$ cat src/hw/rtl/bds_pkg.sv
`timescale 1ns / 1ps
// Package for the baud divisor search core: payload structs, control structs
// and fixed arithmetic constants. No dependencies.
package bds_pkg;

    // Request and response payloads
    typedef struct packed {
        logic [1:0]  port;
        logic [19:0] baud_rate;
    } bds_in_t;

    typedef struct packed {
        logic [1:0] port_echo;
        logic [1:0] clock_select;
        logic [7:0] divisor;
        logic       failed;
    } bds_out_t;

    // Widths
    localparam int CLK_W   = 9;
    localparam int BAUD_W  = 20;
    localparam int NUM_W   = 33;           // clk * 10^7 fits in 33 bits
    localparam int CNT_W   = 6;
    localparam int T_W     = NUM_W - 5;    // quotient after the smallest basis shift
    localparam int Q_W     = 12;           // rounding sum width
    localparam int PROD_W  = 28;

    // Arithmetic constants
    localparam logic [23:0]      CLK_SCALE   = 24'd10000000;
    localparam logic [CNT_W-1:0] DIV_LAST    = CNT_W'(NUM_W - 1);
    // floor(n/32/4^c) must lie in [5, 2564] for q = (t+5)/10 to land in 1..256
    localparam logic [T_W-1:0]   T_MIN       = T_W'(5);
    localparam logic [T_W-1:0]   T_MAX       = T_W'(2564);
    localparam logic [Q_W-1:0]   ROUND_ADD   = Q_W'(5);
    // x/10 == (x * 52429) >> 19 for every x below 43699
    localparam logic [15:0]      RECIP10     = 16'd52429;
    localparam int               RECIP_SHIFT = 19;
    localparam logic [1:0]       CODE_LAST   = 2'd3;

    // Controller to datapath
    typedef struct packed {
        logic       load;
        logic       div_step;
        logic       check;
        logic [1:0] code;
        logic       out_write;
    } bds_cmd_t;

    // Datapath to controller
    typedef struct packed {
        logic fit;
        logic bad;
        logic out_busy;
    } bds_sts_t;

endpackage

$ cat src/hw/rtl/bds_datapath.sv
`timescale 1ns / 1ps
// Datapath of the baud divisor search: clock register, bit-serial divider,
// prescaler fit check and output register. Depends on bds_pkg.
module bds_datapath
    import bds_pkg::*;
#(
    parameter int PORTS = 4
) (
    input  logic            aclk,
    input  logic            aresetn,
    input  logic            cfg_wr_en,
    input  logic [CLK_W-1:0] cfg_wr_data,
    input  bds_in_t         s_data,
    input  logic            m_ready,
    output logic            m_valid,
    output bds_out_t        m_data,
    input  bds_cmd_t        cmd,
    output bds_sts_t        sts
);

    localparam logic [2:0] PORTS_LIM = 3'(PORTS);

    logic [CLK_W-1:0]  clk_mhz_reg;
    logic [NUM_W-1:0]  num_reg, num_next;
    logic [BAUD_W-1:0] rem_reg, rem_next;
    logic [BAUD_W-1:0] baud_reg;
    logic [1:0]        port_reg;
    logic              bad_reg;
    bds_out_t          res_reg;
    bds_out_t          out_reg;
    logic              m_valid_reg;

    logic [BAUD_W:0]   shifted;
    logic [BAUD_W:0]   diff;
    logic [T_W-1:0]    t_val;
    logic [Q_W-1:0]    q_sum;
    logic [PROD_W-1:0] prod;
    logic [8:0]        q_val;
    logic              fit;

    // Shared clock register
    always_ff @(posedge aclk) begin
        if (!aresetn) begin
            clk_mhz_reg <= '0;
        end else if (cfg_wr_en) begin
            clk_mhz_reg <= cfg_wr_data;
        end
    end

    // Restoring divider step: one quotient bit per cycle into num_reg
    always_comb begin
        shifted  = {rem_reg, num_reg[NUM_W-1]};
        diff     = shifted - {1'b0, baud_reg};
        num_next = num_reg;
        rem_next = rem_reg;
        if (cmd.load) begin
            num_next = NUM_W'(clk_mhz_reg) * NUM_W'(CLK_SCALE);
            rem_next = '0;
        end else if (cmd.div_step) begin
            if (!diff[BAUD_W]) begin
                rem_next = diff[BAUD_W-1:0];
                num_next = {num_reg[NUM_W-2:0], 1'b1};
            end else begin
                rem_next = shifted[BAUD_W-1:0];
                num_next = {num_reg[NUM_W-2:0], 1'b0};
            end
        end
    end

    always_ff @(posedge aclk) begin
        num_reg <= num_next;
        rem_reg <= rem_next;
        if (cmd.load) begin
            baud_reg <= s_data.baud_rate;
            port_reg <= s_data.port;
            bad_reg  <= (s_data.baud_rate == '0) || ({1'b0, s_data.port} >= PORTS_LIM);
        end
    end

    // Prescaler fit: divide quotient by the basis, round, scale by 1/10
    always_comb begin
        unique case (cmd.code)
            2'd0:    t_val = num_reg[NUM_W-1:5];
            2'd1:    t_val = T_W'(num_reg[NUM_W-1:7]);
            2'd2:    t_val = T_W'(num_reg[NUM_W-1:9]);
            default: t_val = T_W'(num_reg[NUM_W-1:11]);
        endcase
        fit   = (t_val >= T_MIN) && (t_val <= T_MAX);
        q_sum = t_val[Q_W-1:0] + ROUND_ADD;
        prod  = PROD_W'(q_sum) * PROD_W'(RECIP10);
        q_val = prod[PROD_W-1:RECIP_SHIFT];
    end

    // Result of the latest check
    always_ff @(posedge aclk) begin
        if (cmd.check) begin
            res_reg.port_echo <= port_reg;
            if (fit && !bad_reg) begin
                res_reg.clock_select <= cmd.code;
                res_reg.divisor      <= 8'(q_val - 9'd1);
                res_reg.failed       <= 1'b0;
            end else begin
                res_reg.clock_select <= '0;
                res_reg.divisor      <= '0;
                res_reg.failed       <= 1'b1;
            end
        end
    end

    // Output register
    always_ff @(posedge aclk) begin
        if (!aresetn) begin
            m_valid_reg <= 1'b0;
        end else if (cmd.out_write) begin
            m_valid_reg <= 1'b1;
        end else if (m_ready) begin
            m_valid_reg <= 1'b0;
        end
    end

    always_ff @(posedge aclk) begin
        if (cmd.out_write) begin
            out_reg <= res_reg;
        end
    end

    assign m_valid      = m_valid_reg;
    assign m_data       = out_reg;
    assign sts.fit      = fit;
    assign sts.bad      = bad_reg;
    assign sts.out_busy = m_valid_reg && !m_ready;

endmodule

$ cat src/hw/rtl/bds_ctrl.sv
`timescale 1ns / 1ps
// Controller of the baud divisor search: sequences load, divider steps,
// prescaler checks and the output write. Depends on bds_pkg.
module bds_ctrl
    import bds_pkg::*;
(
    input  logic     aclk,
    input  logic     aresetn,
    input  logic     s_valid,
    output logic     s_ready,
    output bds_cmd_t cmd,
    input  bds_sts_t sts
);

    typedef enum logic [3:0] {
        ST_IDLE   = 4'b0001,
        ST_DIV    = 4'b0010,
        ST_CHECK  = 4'b0100,
        ST_FINISH = 4'b1000
    } state_t;

    state_t           state_reg, state_next;
    logic [CNT_W-1:0] cnt_reg, cnt_next;
    logic [1:0]       code_reg, code_next;

    // Next state and commands
    always_comb begin
        state_next    = state_reg;
        cnt_next      = cnt_reg;
        code_next     = code_reg;
        s_ready       = 1'b0;
        cmd           = '0;
        cmd.code      = code_reg;
        unique case (state_reg)
            ST_IDLE: begin
                s_ready = 1'b1;
                if (s_valid) begin
                    cmd.load   = 1'b1;
                    cnt_next   = DIV_LAST;
                    state_next = ST_DIV;
                end
            end
            ST_DIV: begin
                cmd.div_step = 1'b1;
                if (cnt_reg == '0) begin
                    code_next  = '0;
                    state_next = ST_CHECK;
                end else begin
                    cnt_next = cnt_reg - 1'b1;
                end
            end
            ST_CHECK: begin
                cmd.check = 1'b1;
                if (sts.fit || sts.bad || (code_reg == CODE_LAST)) begin
                    state_next = ST_FINISH;
                end else begin
                    code_next = code_reg + 1'b1;
                end
            end
            ST_FINISH: begin
                if (!sts.out_busy) begin
                    cmd.out_write = 1'b1;
                    state_next    = ST_IDLE;
                end
            end
            default: begin
                state_next = ST_IDLE;
            end
        endcase
    end

    always_ff @(posedge aclk) begin
        if (!aresetn) begin
            state_reg <= ST_IDLE;
            cnt_reg   <= '0;
            code_reg  <= '0;
        end else begin
            state_reg <= state_next;
            cnt_reg   <= cnt_next;
            code_reg  <= code_next;
        end
    end

    // Output register is never overwritten while its transaction is pending
    a_no_overwrite: assert property (@(posedge aclk) disable iff (!aresetn)
        cmd.out_write |-> !sts.out_busy)
        else $error("output written while a transaction is pending");

    // Accepted request starts the divider on the next cycle with a full count
    a_start_div: assert property (@(posedge aclk) disable iff (!aresetn)
        (s_valid && s_ready) |=> (state_reg == ST_DIV) && (cnt_reg == DIV_LAST))
        else $error("divider not started after accept");

    // Checks only follow a completed division
    a_check_after_div: assert property (@(posedge aclk) disable iff (!aresetn)
        (cmd.check && (code_reg == '0)) |-> ($past(cmd.div_step) && $past(cnt_reg) == '0))
        else $error("check started before division finished");

endmodule

$ cat src/hw/rtl/baud_divisor_search_core.sv
`timescale 1ns / 1ps
// A request is taken only while the core is idle. The accepting cycle loads
// clk*10^7, the bit-serial restoring divider then computes the 33-bit quotient
// (one quotient bit a cycle), prescaler codes 0..3 are tested in order until
// one fits, the request is found bad or code 3 has been tried, and a final
// state moves the answer into the output register. That move waits while the
// previous result is still pending in the output register. A new request is
// accepted once the previous one has moved to the output register, even if
// that result has not been taken yet.
// Top level: instantiates bds_ctrl and bds_datapath; depends on bds_pkg.
module baud_divisor_search_core
    import bds_pkg::*;
#(
    parameter int PORTS = 4
) (
    input  logic             aclk,
    input  logic             aresetn,
    input  logic             cfg_wr_en,
    input  logic [CLK_W-1:0] cfg_wr_data,
    input  logic             s_valid,
    output logic             s_ready,
    input  bds_in_t          s_data,
    output logic             m_valid,
    input  logic             m_ready,
    output bds_out_t         m_data
);

    bds_cmd_t cmd;
    bds_sts_t sts;

    // Sequencer
    bds_ctrl u_ctrl (
        .aclk    (aclk),
        .aresetn (aresetn),
        .s_valid (s_valid),
        .s_ready (s_ready),
        .cmd     (cmd),
        .sts     (sts)
    );

    // Arithmetic and registers
    bds_datapath #(
        .PORTS (PORTS)
    ) u_datapath (
        .aclk        (aclk),
        .aresetn     (aresetn),
        .cfg_wr_en   (cfg_wr_en),
        .cfg_wr_data (cfg_wr_data),
        .s_data      (s_data),
        .m_ready     (m_ready),
        .m_valid     (m_valid),
        .m_data      (m_data),
        .cmd         (cmd),
        .sts         (sts)
    );

endmodule
$ cat config.mk
export PLATFORM = sky130hd
export DESIGN_NAME = baud_divisor_search_core
export DESIGN_NICKNAME = d
export VERILOG_FILES = /design/src/hw/rtl/bds_pkg.sv /design/src/hw/rtl/bds_datapath.sv /design/src/hw/rtl/bds_ctrl.sv /design/src/hw/rtl/baud_divisor_search_core.sv
export SDC_FILE = /design/constraint.sdc
export NUM_CORES = 1
export LEC_CHECK = 0
export BUFFER_PORTS_ARGS = -buffer_cell sky130_fd_sc_hd__buf_4
export CAP_MARGIN = 10
export CORE_ASPECT_RATIO = 2
export CORE_MARGIN = 5
export CORE_UTILIZATION = 31
export CTS_CLUSTER_DIAMETER = 150
export DETAILED_ROUTE_END_ITERATION = 8
export PLACE_DENSITY_LB_ADDON = 0.3
export SYNTH_ARGS = -nofsm -noshare
export SYNTH_HDL_FRONTEND = slang
export SYNTH_SLANG_ARGS = --single-unit
$ cat constraint.sdc
create_clock -name aclk -period 13.3 [get_ports aclk]
set_input_delay 1.995 -clock aclk [delete_from_list [all_inputs] [get_ports aclk]]
set_output_delay 1.995 -clock aclk [all_outputs]
set_load 0.005 [all_outputs]
* Word-level counts from Yosys, hierarchy flattened
Index checks and enable logic that the tools add are counted.
Operators by class: reduce and logical (&&, ||, !) cells 17, add/subtract/negate cells 5, equality and inequality tests 13, $lt $le $gt $ge 2, multiply operators 2, multiplexer cells 26
Operators by type and width (number):
- $pmux 28 s3 | 1
- $mux 33 | 2
- $ge 28x3->1 const B | 1
- $le 28x12->1 const B | 1
- $mul 12x16->27 const B | 1
- $mul 9x17->26 const B | 1
- $sub 21x20->21 | 1
- $logic_not 20->1 | 1
- $mux 20 | 1
- $mux 4 | 4
- $pmux 4 s4 | 1
- $add 12x3->12 const B | 1
- $mux 6 | 2
- $pmux 6 s2 | 1
- $mux 1 | 11
- $ne 2x2->1 const B | 4
- $reduce_bool 2->1 | 4
- $sub 8x1->8 const B | 1
- $logic_not 6->1 | 1
- $reduce_and 3->1 | 2
- $sub 6x1->6 const B | 1
- $eq 2x2->1 const B | 2
- $eq 4x1->1 const B | 1
- $eq 4x2->1 const B | 1
- 12 further kinds | 18
Storage, ports and cells: logic and storage cells 84, input bits 36, bits in registers 124, output and inout port bits 15

* Depth between registers and ports, before layout
Gate-level depths: netlist (run 1).
word-level depth 8, gate-level depth with buffers 35, depth with buffers taken out 34

* Hierarchy
From an unflattened synthesis (run 1), not the netlist that was laid out.
Unflattened totals: cells, all modules 1235, area, all modules 11842.6 µm²
Modules (own cells, without submodules):
- bds_datapath | instances 1, seq. area each 2992.9 µm², cells an instance 1158, area an instance 11145.7 µm²
- bds_ctrl | instances 1, seq. area each 240.2 µm², cells an instance 77, area an instance 696.9 µm²

* Worst setup path before layout (run 1)
OpenSTA, ideal clock, no wires.
path kind flip-flop to flip-flop, start reg u_ctrl.code_reg[0], end reg u_datapath.res_reg[8] in the netlist's numbering, data pin, slack 5394 ps, path buffers 1, data arrival time 7766 ps, stages on the path, launching flop included 32, library setup time 139 ps, period minus slack after synthesis 7906 ps, required time 13161 ps, cell sequence dfxtp_1 -> inv_1 -> ha_1 -> clkbuf_1 -> a222oi_1 -> mux2i_1 -> ha_1 -> nor2_1 -> a21o_1 -> a211oi_1 -> and2_1 -> o21ai_1 -> a22oi_1 -> o21ai_0 -> fa_1 -> inv_1 -> fa_1 -> inv_1 -> fa_1 -> inv_1 -> fa_1 -> inv_1 -> ha_1 -> and4_4 -> and2_4 -> a221oi_4 -> a21boi_2 -> xnor2_1 -> or3_4 -> a2111oi_4 -> xnor3_1 -> nor2_1
Between the ends: word-level cells in the longest chain between the ends 5, elaborated cells on any way between the ends 11, classes of those cells 2 x add/sub; 1 x mul; 2 x order compare; 2 x eq/ne; 1 x mux; 3 x reduce/logical
Ends and longest elaborated chain:
- start: declaration | RTL line bds_ctrl.sv:24 | logic [1:0] code_reg, code_next;
- start signal: assignment | RTL line bds_ctrl.sv:80 | code_reg <= code_next;
- $eq 2x2->1, or another cell as far along | RTL line bds_datapath.sv:82 | unique case (cmd.code)
- $pmux 28 s3 * | RTL line bds_datapath.sv:82
- $add 12x3->12, or another cell as far along | RTL line bds_datapath.sv:89 | q_sum = t_val[Q_W-1:0] + ROUND_ADD;
- $mul 12x16->27 / $logic_and 1x1->1 (equally long branches) | RTL line bds_datapath.sv:90, bds_datapath.sv:88
- $sub 8x1->8 / $logic_and 1x1->1 (equally long branches) | RTL line bds_datapath.sv:100, bds_datapath.sv:98
- end: declaration | RTL line bds_datapath.sv:29 | bds_out_t res_reg;
Mark *: on every way between the ends. The rest lies on a longest branch, timed or not. A chain may end at the register's enable or synchronous reset.

* Worst setup path in the final report (run 1)
start reg u_ctrl.code_reg[1], end reg u_datapath.res_reg[7] in the netlist's numbering, data pin
The elaborated chain is that of the path after synthesis.

==> results of run 1 <==
==> worst register-to-register path: cells and delay by family (launching register included) <==
family / cells / cell delay [ns]
AO/OA/AOI/OAI: 11 / 2.90
XOR/XNOR: 1 / 0.18
AND/OR/NAND/NOR: 5 / 0.89
buffers and inverters: 5 / 0.41
multiplexers: 1 / 0.53
flip-flops: 1 / 0.33
adder cells (fa/ha/maj): 8 / 3.51
==> synthesized netlist by cell type, types with 4 or more instances <==
cell type	count	area [um2]
inv_1	225	845
o21ai_0	39	195
nor4_1	13	81.3
nand2_1	93	349
o21a_1	10	75.1
xnor2_1	38	333
o211ai_1	15	113
xor2_1	18	158
nor2_1	59	221
nor3_1	15	75.1
fa_1	70	1400
mux2i_1	14	140
nor2b_1	24	150
nand4_1	15	93.8
a221o_1	9	90.1
a222oi_1	10	100
or3_1	11	68.8
a31oi_1	10	62.6
a21o_1	22	165
clkbuf_1	31	116
or2_2	4	25.0
ha_1	171	2140
a22oi_1	7	52.6
o22ai_1	6	37.5
o31ai_1	5	37.5
a211oi_1	10	75.1
and2_1	10	62.6
a311oi_1	4	35.0
nand2b_1	9	56.3
edfxtp_1	75	2250
a22o_1	4	35.0
and3_1	4	25.0
nand3_1	17	85.1
a21oi_1	51	255
dfxtp_1	49	981
o21ai_1	12	60.1
==> layer usage <==
metal / vias up / part of all wire, % / global-route usage, % / wire [um]
met5: - / 0 / 0 / 0
met4: 0 / 4.7 / 7.80 / 1350
met3: 63 / 2.0 / 1.73 / 575
met2: 140 / 60 / 29.4 / 17500
met1: 4333 / 33 / 12.1 / 9610
li1: 4362 / - / - / -
==> worst paths after layout <==
check,end,slack (ns),cells past startpoint
worst max-delay path,u_datapath.res_reg[7],4.28,31
worst min-delay path,u_datapath.m_data[6],0.42,0
worst max register to register,u_datapath.res_reg[7],4.28,31
worst min register to register,u_datapath.m_data[6],0.42,0
==> power by group through the flow <==
stage               clock [mW]  sequential, mW  combinational (mW)
finish                   0.455           0.467                2.33
CTS                      0.469           0.466                2.35
global route             0.481           0.469                2.64
floorplan                    0           0.459                1.82
global placement             0           0.474                2.27
detailed placement           0           0.474                2.33
==> through the flow <==
stage,hold WS [ns],std cells
finish,0.419,1749
global route,0.426,1749
CTS,0.425,1749
detailed placement,0.409,1717
global placement,0.404,1717
floorplan,0.400,1234
==> final cells by class <==
| type | count | area (um2) |
|---|---|---|
| fillers | 3721 | 24100 |
| multi-input cells | 849 | 7380 |
| flip-flops and latches | 124 | 3230 |
| inverters | 228 | 856 |
| well taps | 459 | 574 |
| clock buffers | 19 | 475 |
| repair buffers | 57 | 428 |
| clock inverters | 13 | 104 |
==> cell families after synthesis <==
logic type      share of synthesized area [%]
simple gates                             12.6
buf+inv                                  8.46
compound gates                           14.4
fa+ha+maj                                30.6
flops                                    27.9
xor+xnor                                 4.43
mux                                      1.60
==> impl_metrics.ini, run 1 <==
[timing]
worst_slack_ns = 4.28
tightest_slew_ns = 1.15
slew_viol_final = 0
max_freq_mhz = 111
finalSetupTns_ns = 0
rsz0062_at_grt = no
setup_viol = 0
finalHoldViolations = 0
fin_skew_ns = 0.0157
slew_headroom_pct = 23.4
period_needed_ns = 9.02
final_min_period_over_clock_period_pct = 67.8

[critical_path]
critPathMaxFanout = 15
r2r_start = u_ctrl.code_reg[1]
crit_family = adder cells
slowest_delay_ns = 0.60
crit_start = u_ctrl.code_reg[1]
end_kind = flip-flop
cp-start-kind = flip-flop
critPathRequiredTime_ns = 13.47
critical_path_class = reg2reg
cp_common_cell = inv_1
worstPathArrival_ns = 9.19
slowest_stage = fa_1
timing.critical_path.buf_inv = 5

[floorplan]
rows = 100
die_h_um = 283
start_util_pct = 31.2
dieArea_mm2 = 0.0416
io_pins = 51
core-area_mm2 = 0.0372
die_w_um = 147

[synth]
synth-seq-cells = 124
ys.flop_type = edfxtp_1
syn_nets = 1511
synth.distinct_cells = 70
syn_area_per_cell_um2 = 9.39
syn_area_mm2 = 0.0116
syn_inst = 1234
synth_edf_count = 75
async_reset_ff_share_pct = 0
seq_area_frac_synth_pct = 27.9
yosysWarningCount = 0

[placed_design]
io_buffers = 50
dpl_worst_slack_ns = 4.32
dpl.hpwl_mm = 23.6
gp_congestion = 0.923
dpl_cell_area_mm2 = 0.0125

[routing]
vias = 8898
viasPerCell = 5.09
firstDrtPassIters = 7
drt_iter0_markers = 310
routed_wirelength_mm = 29.0
drc_errors = 0
final_antenna_net_count = 0
wire_per_inst_um = 16.6

[clocking]
clk-insertion-delay-late_ns = 0.44
clk_pin_slew_ns = 0.06
root_buffer = clkbuf_16
cts_tree = done
cts_inserted_buffers = 17
clkSinkCount = 124
cts_buffer_depth = 2
cts_max_level = 4
cts_resized = 0
hold_buffers = 0
postCtsSetupRepairBufs = 0

[worst_hold_path]
hold_class = reg2reg
hp-start = u_datapath.res_reg[6]

[grt]
grt_util_all_layers_pct = 14.0
grt_pass1_vias = 9397
grt_pass1_wl_mm = 46.3
antenna_found_initial = 0
grt_max_degree = 58
grt_overflow = 0

[finish]
antenna_cells = 0
drive_gt1_share_pct = 8.68
largest_reg_flops = 33
fin_nets = 1554
final_cell_mix = inv_1, ha_1, nand2_1, edfxtp_1, fa_1
syn2layout_area_growth_pct = 12.7
final_util_pct = 35.1
fin_area_mm2 = 0.0131
final_common_cell = inv_1

[flow_run]
maxCapViolations = 0

[power_and_ir_drop]
power_mw = 3.25
cellPowerDensity_mw_per_mm2 = 249
p_leak_nw = 6.01
p_int_mw = 1.68
p_sw_share_pct = 48.4
combPwrFrac_pct = 71.6
ir_worst_vdd_mv = 0.214
p_clk_share_pct = 14.0
seq_power_share_pct = 14.4
p_sw_mw = 1.57

[outcome]
status = complete, no violations
No activity file was read; power rests on OpenSTA's default activity.
==> run 2, diff against run 1 <==
==> constraint.sdc (replaced) <==
create_clock -name aclk -period 8.6 [get_ports aclk]
set_input_delay 1.29 -clock aclk [delete_from_list [all_inputs] [get_ports aclk]]
set_output_delay 1.29 -clock aclk [all_outputs]
set_load 0.005 [all_outputs]
==> impl_metrics.ini, run 2 (synthesis results as in run 1) <==
[floorplan]
io_pins = 51
start_util_pct = 31.2
core-area_mm2 = 0.0372
die_h_um = 283
rows = 100
dieArea_mm2 = 0.0416
die_w_um = 147

[grt]
grt_overflow = 0
use_met2_pct = 30.2
grt_pass1_vias = 9393
grt_util_all_layers_pct = 14.4
top_usage_layer = met2
antenna_found_initial = 0
grt_pass1_wl_mm = 47.4
grt_max_degree = 58
grt_use_met3_pct = 1.58
met1_usage_pct = 12.6

[placed_design]
dpl_cell_area_mm2 = 0.0126
io_buffers = 50
gp_congestion = 0.891
dpl.hpwl_mm = 24.2
dpl_worst_slack_ns = 0.0834

[finish]
antenna_cells = 0
n_fill_cell = 3714
syn2layout_area_growth_pct = 13.8
fin_area_mm2 = 0.0132
largest_reg_flops = 33
final_cell_mix = inv_1, ha_1, nand2_1, edfxtp_1, fa_1
fin_nets = 1566
final_common_cell = inv_1
drive_gt1_share_pct = 10.1

[power_and_ir_drop]
ir_worst_vdd_mv = 0.261
cellPowerDensity_mw_per_mm2 = 393
power_mw = 5.18
p_leak_nw = 6.07

[routing]
routed_wirelength_mm = 29.4
final_antenna_net_count = 0
drt_iter0_markers = 365
wire_per_inst_um = 16.7
viasPerCell = 5.00
firstDrtPassIters = 5
vias = 8799
drc_errors = 0

[clocking]
cts_buffer_depth = 2
root_buffer = clkbuf_16
cts_max_level = 4
hold_buffers = 0
clk-insertion-delay-late_ns = 0.44
clkSinkCount = 124
cts_tree = done
cts_inserted_buffers = 17
clk_pin_slew_ns = 0.06

[timing]
period_needed_ns = 8.11
setup_viol = 0
slew_headroom_pct = 24.6
worst_slack_ns = 0.494
slew_viol_final = 0
finalHoldViolations = 0
fin_skew_ns = 0.0127
tightest_slew_ns = 1.13
max_freq_mhz = 123
final_min_period_over_clock_period_pct = 94.3

[critical_path]
r2r_start = u_ctrl.code_reg[0]
cp-start-kind = flip-flop
critical_path_class = reg2reg
critPathMaxFanout = 19
worstPathArrival_ns = 8.39
crit_start = u_ctrl.code_reg[0]
end_kind = flip-flop
r2r_slack_ns = 0.49
critPathRequiredTime_ns = 8.89

[outcome]
status = complete, no violations

[worst_hold_path]
hold_class = reg2reg
hp-start = u_datapath.port_reg[1]

[flow_run]
maxCapViolations = 0
run 2: timing repair:
item,CTS,global route
buffers inserted,0,1
setup endpoints to repair,0,4
gates resized for setup,0,10
run 2: metal layers:
layer	wire length [um]	vias up	part of all wire [%]
met5	0	-	0
li1	-	4376	-
met2	17900	109	61
met3	443	54	1.5
met1	9590	4260	33
met4	1510	0	5.1
run 2: where the power goes:
group | switching (mW) | total (mW) | internal (mW)
Clock | 0.296 | 0.702 | 0.406
Combinational | 2.15 | 3.76 | 1.61
Sequential | 0.0421 | 0.720 | 0.678
Total | 2.49 | 5.18 | 2.69
run 2: layout make-up:
| type | instances | area [um2] | share of cell area, % |
|---|---|---|---|
| well taps | 459 | 574 | 4.36 |
| inverters | 228 | 856 | 6.49 |
| multi-input cells | 849 | 7420 | 56.3 |
| clock inverters | 13 | 103 | 0.778 |
| clock buffers | 19 | 475 | 3.61 |
| repair buffers | 69 | 518 | 3.93 |
| flip-flops and latches | 124 | 3230 | 24.5 |
run 2: final timing paths:
kind	end	depth (start not counted)
max	u_datapath.res_reg[8]	27
min	u_datapath.res_reg[12]	0
max reg2reg	u_datapath.res_reg[8]	27
min reg2reg	u_datapath.res_reg[12]	0
run 2: stage by stage:
step                TNS (ns)  hold slack, ns  std cells  utilization [%]
floorplan                  0           0.400       1234                -
detailed placement         0           0.405       1728             33.8
global route         -0.0106           0.417       1761             35.5
global placement           0           0.401       1728             33.8
finish                     0           0.415       1761             35.5
CTS                        0           0.416       1760             35.3
run 2: critical path: stages, from the launching register on:
cell and delay (ns):
dfxtp_2 0.35, ha_1 0.38, buf_4 0.29, or4_1 0.57, and2_1 0.19, or3_1 0.43
nor2_1 0.15, nand2_1 0.08, xnor2_1 0.32, o21ai_1 0.16, fa_1 0.58, inv_1 0.10
fa_1 0.53, inv_1 0.05, fa_1 0.49, inv_1 0.05, fa_1 0.52, inv_1 0.04
ha_1 0.35, and4_4 0.22, and2_4 0.18, a221oi_4 0.33, a21boi_2 0.25, xnor2_1 0.13
or3_4 0.42, a2111oi_4 0.31, xnor3_1 0.36, nor2_1 0.10
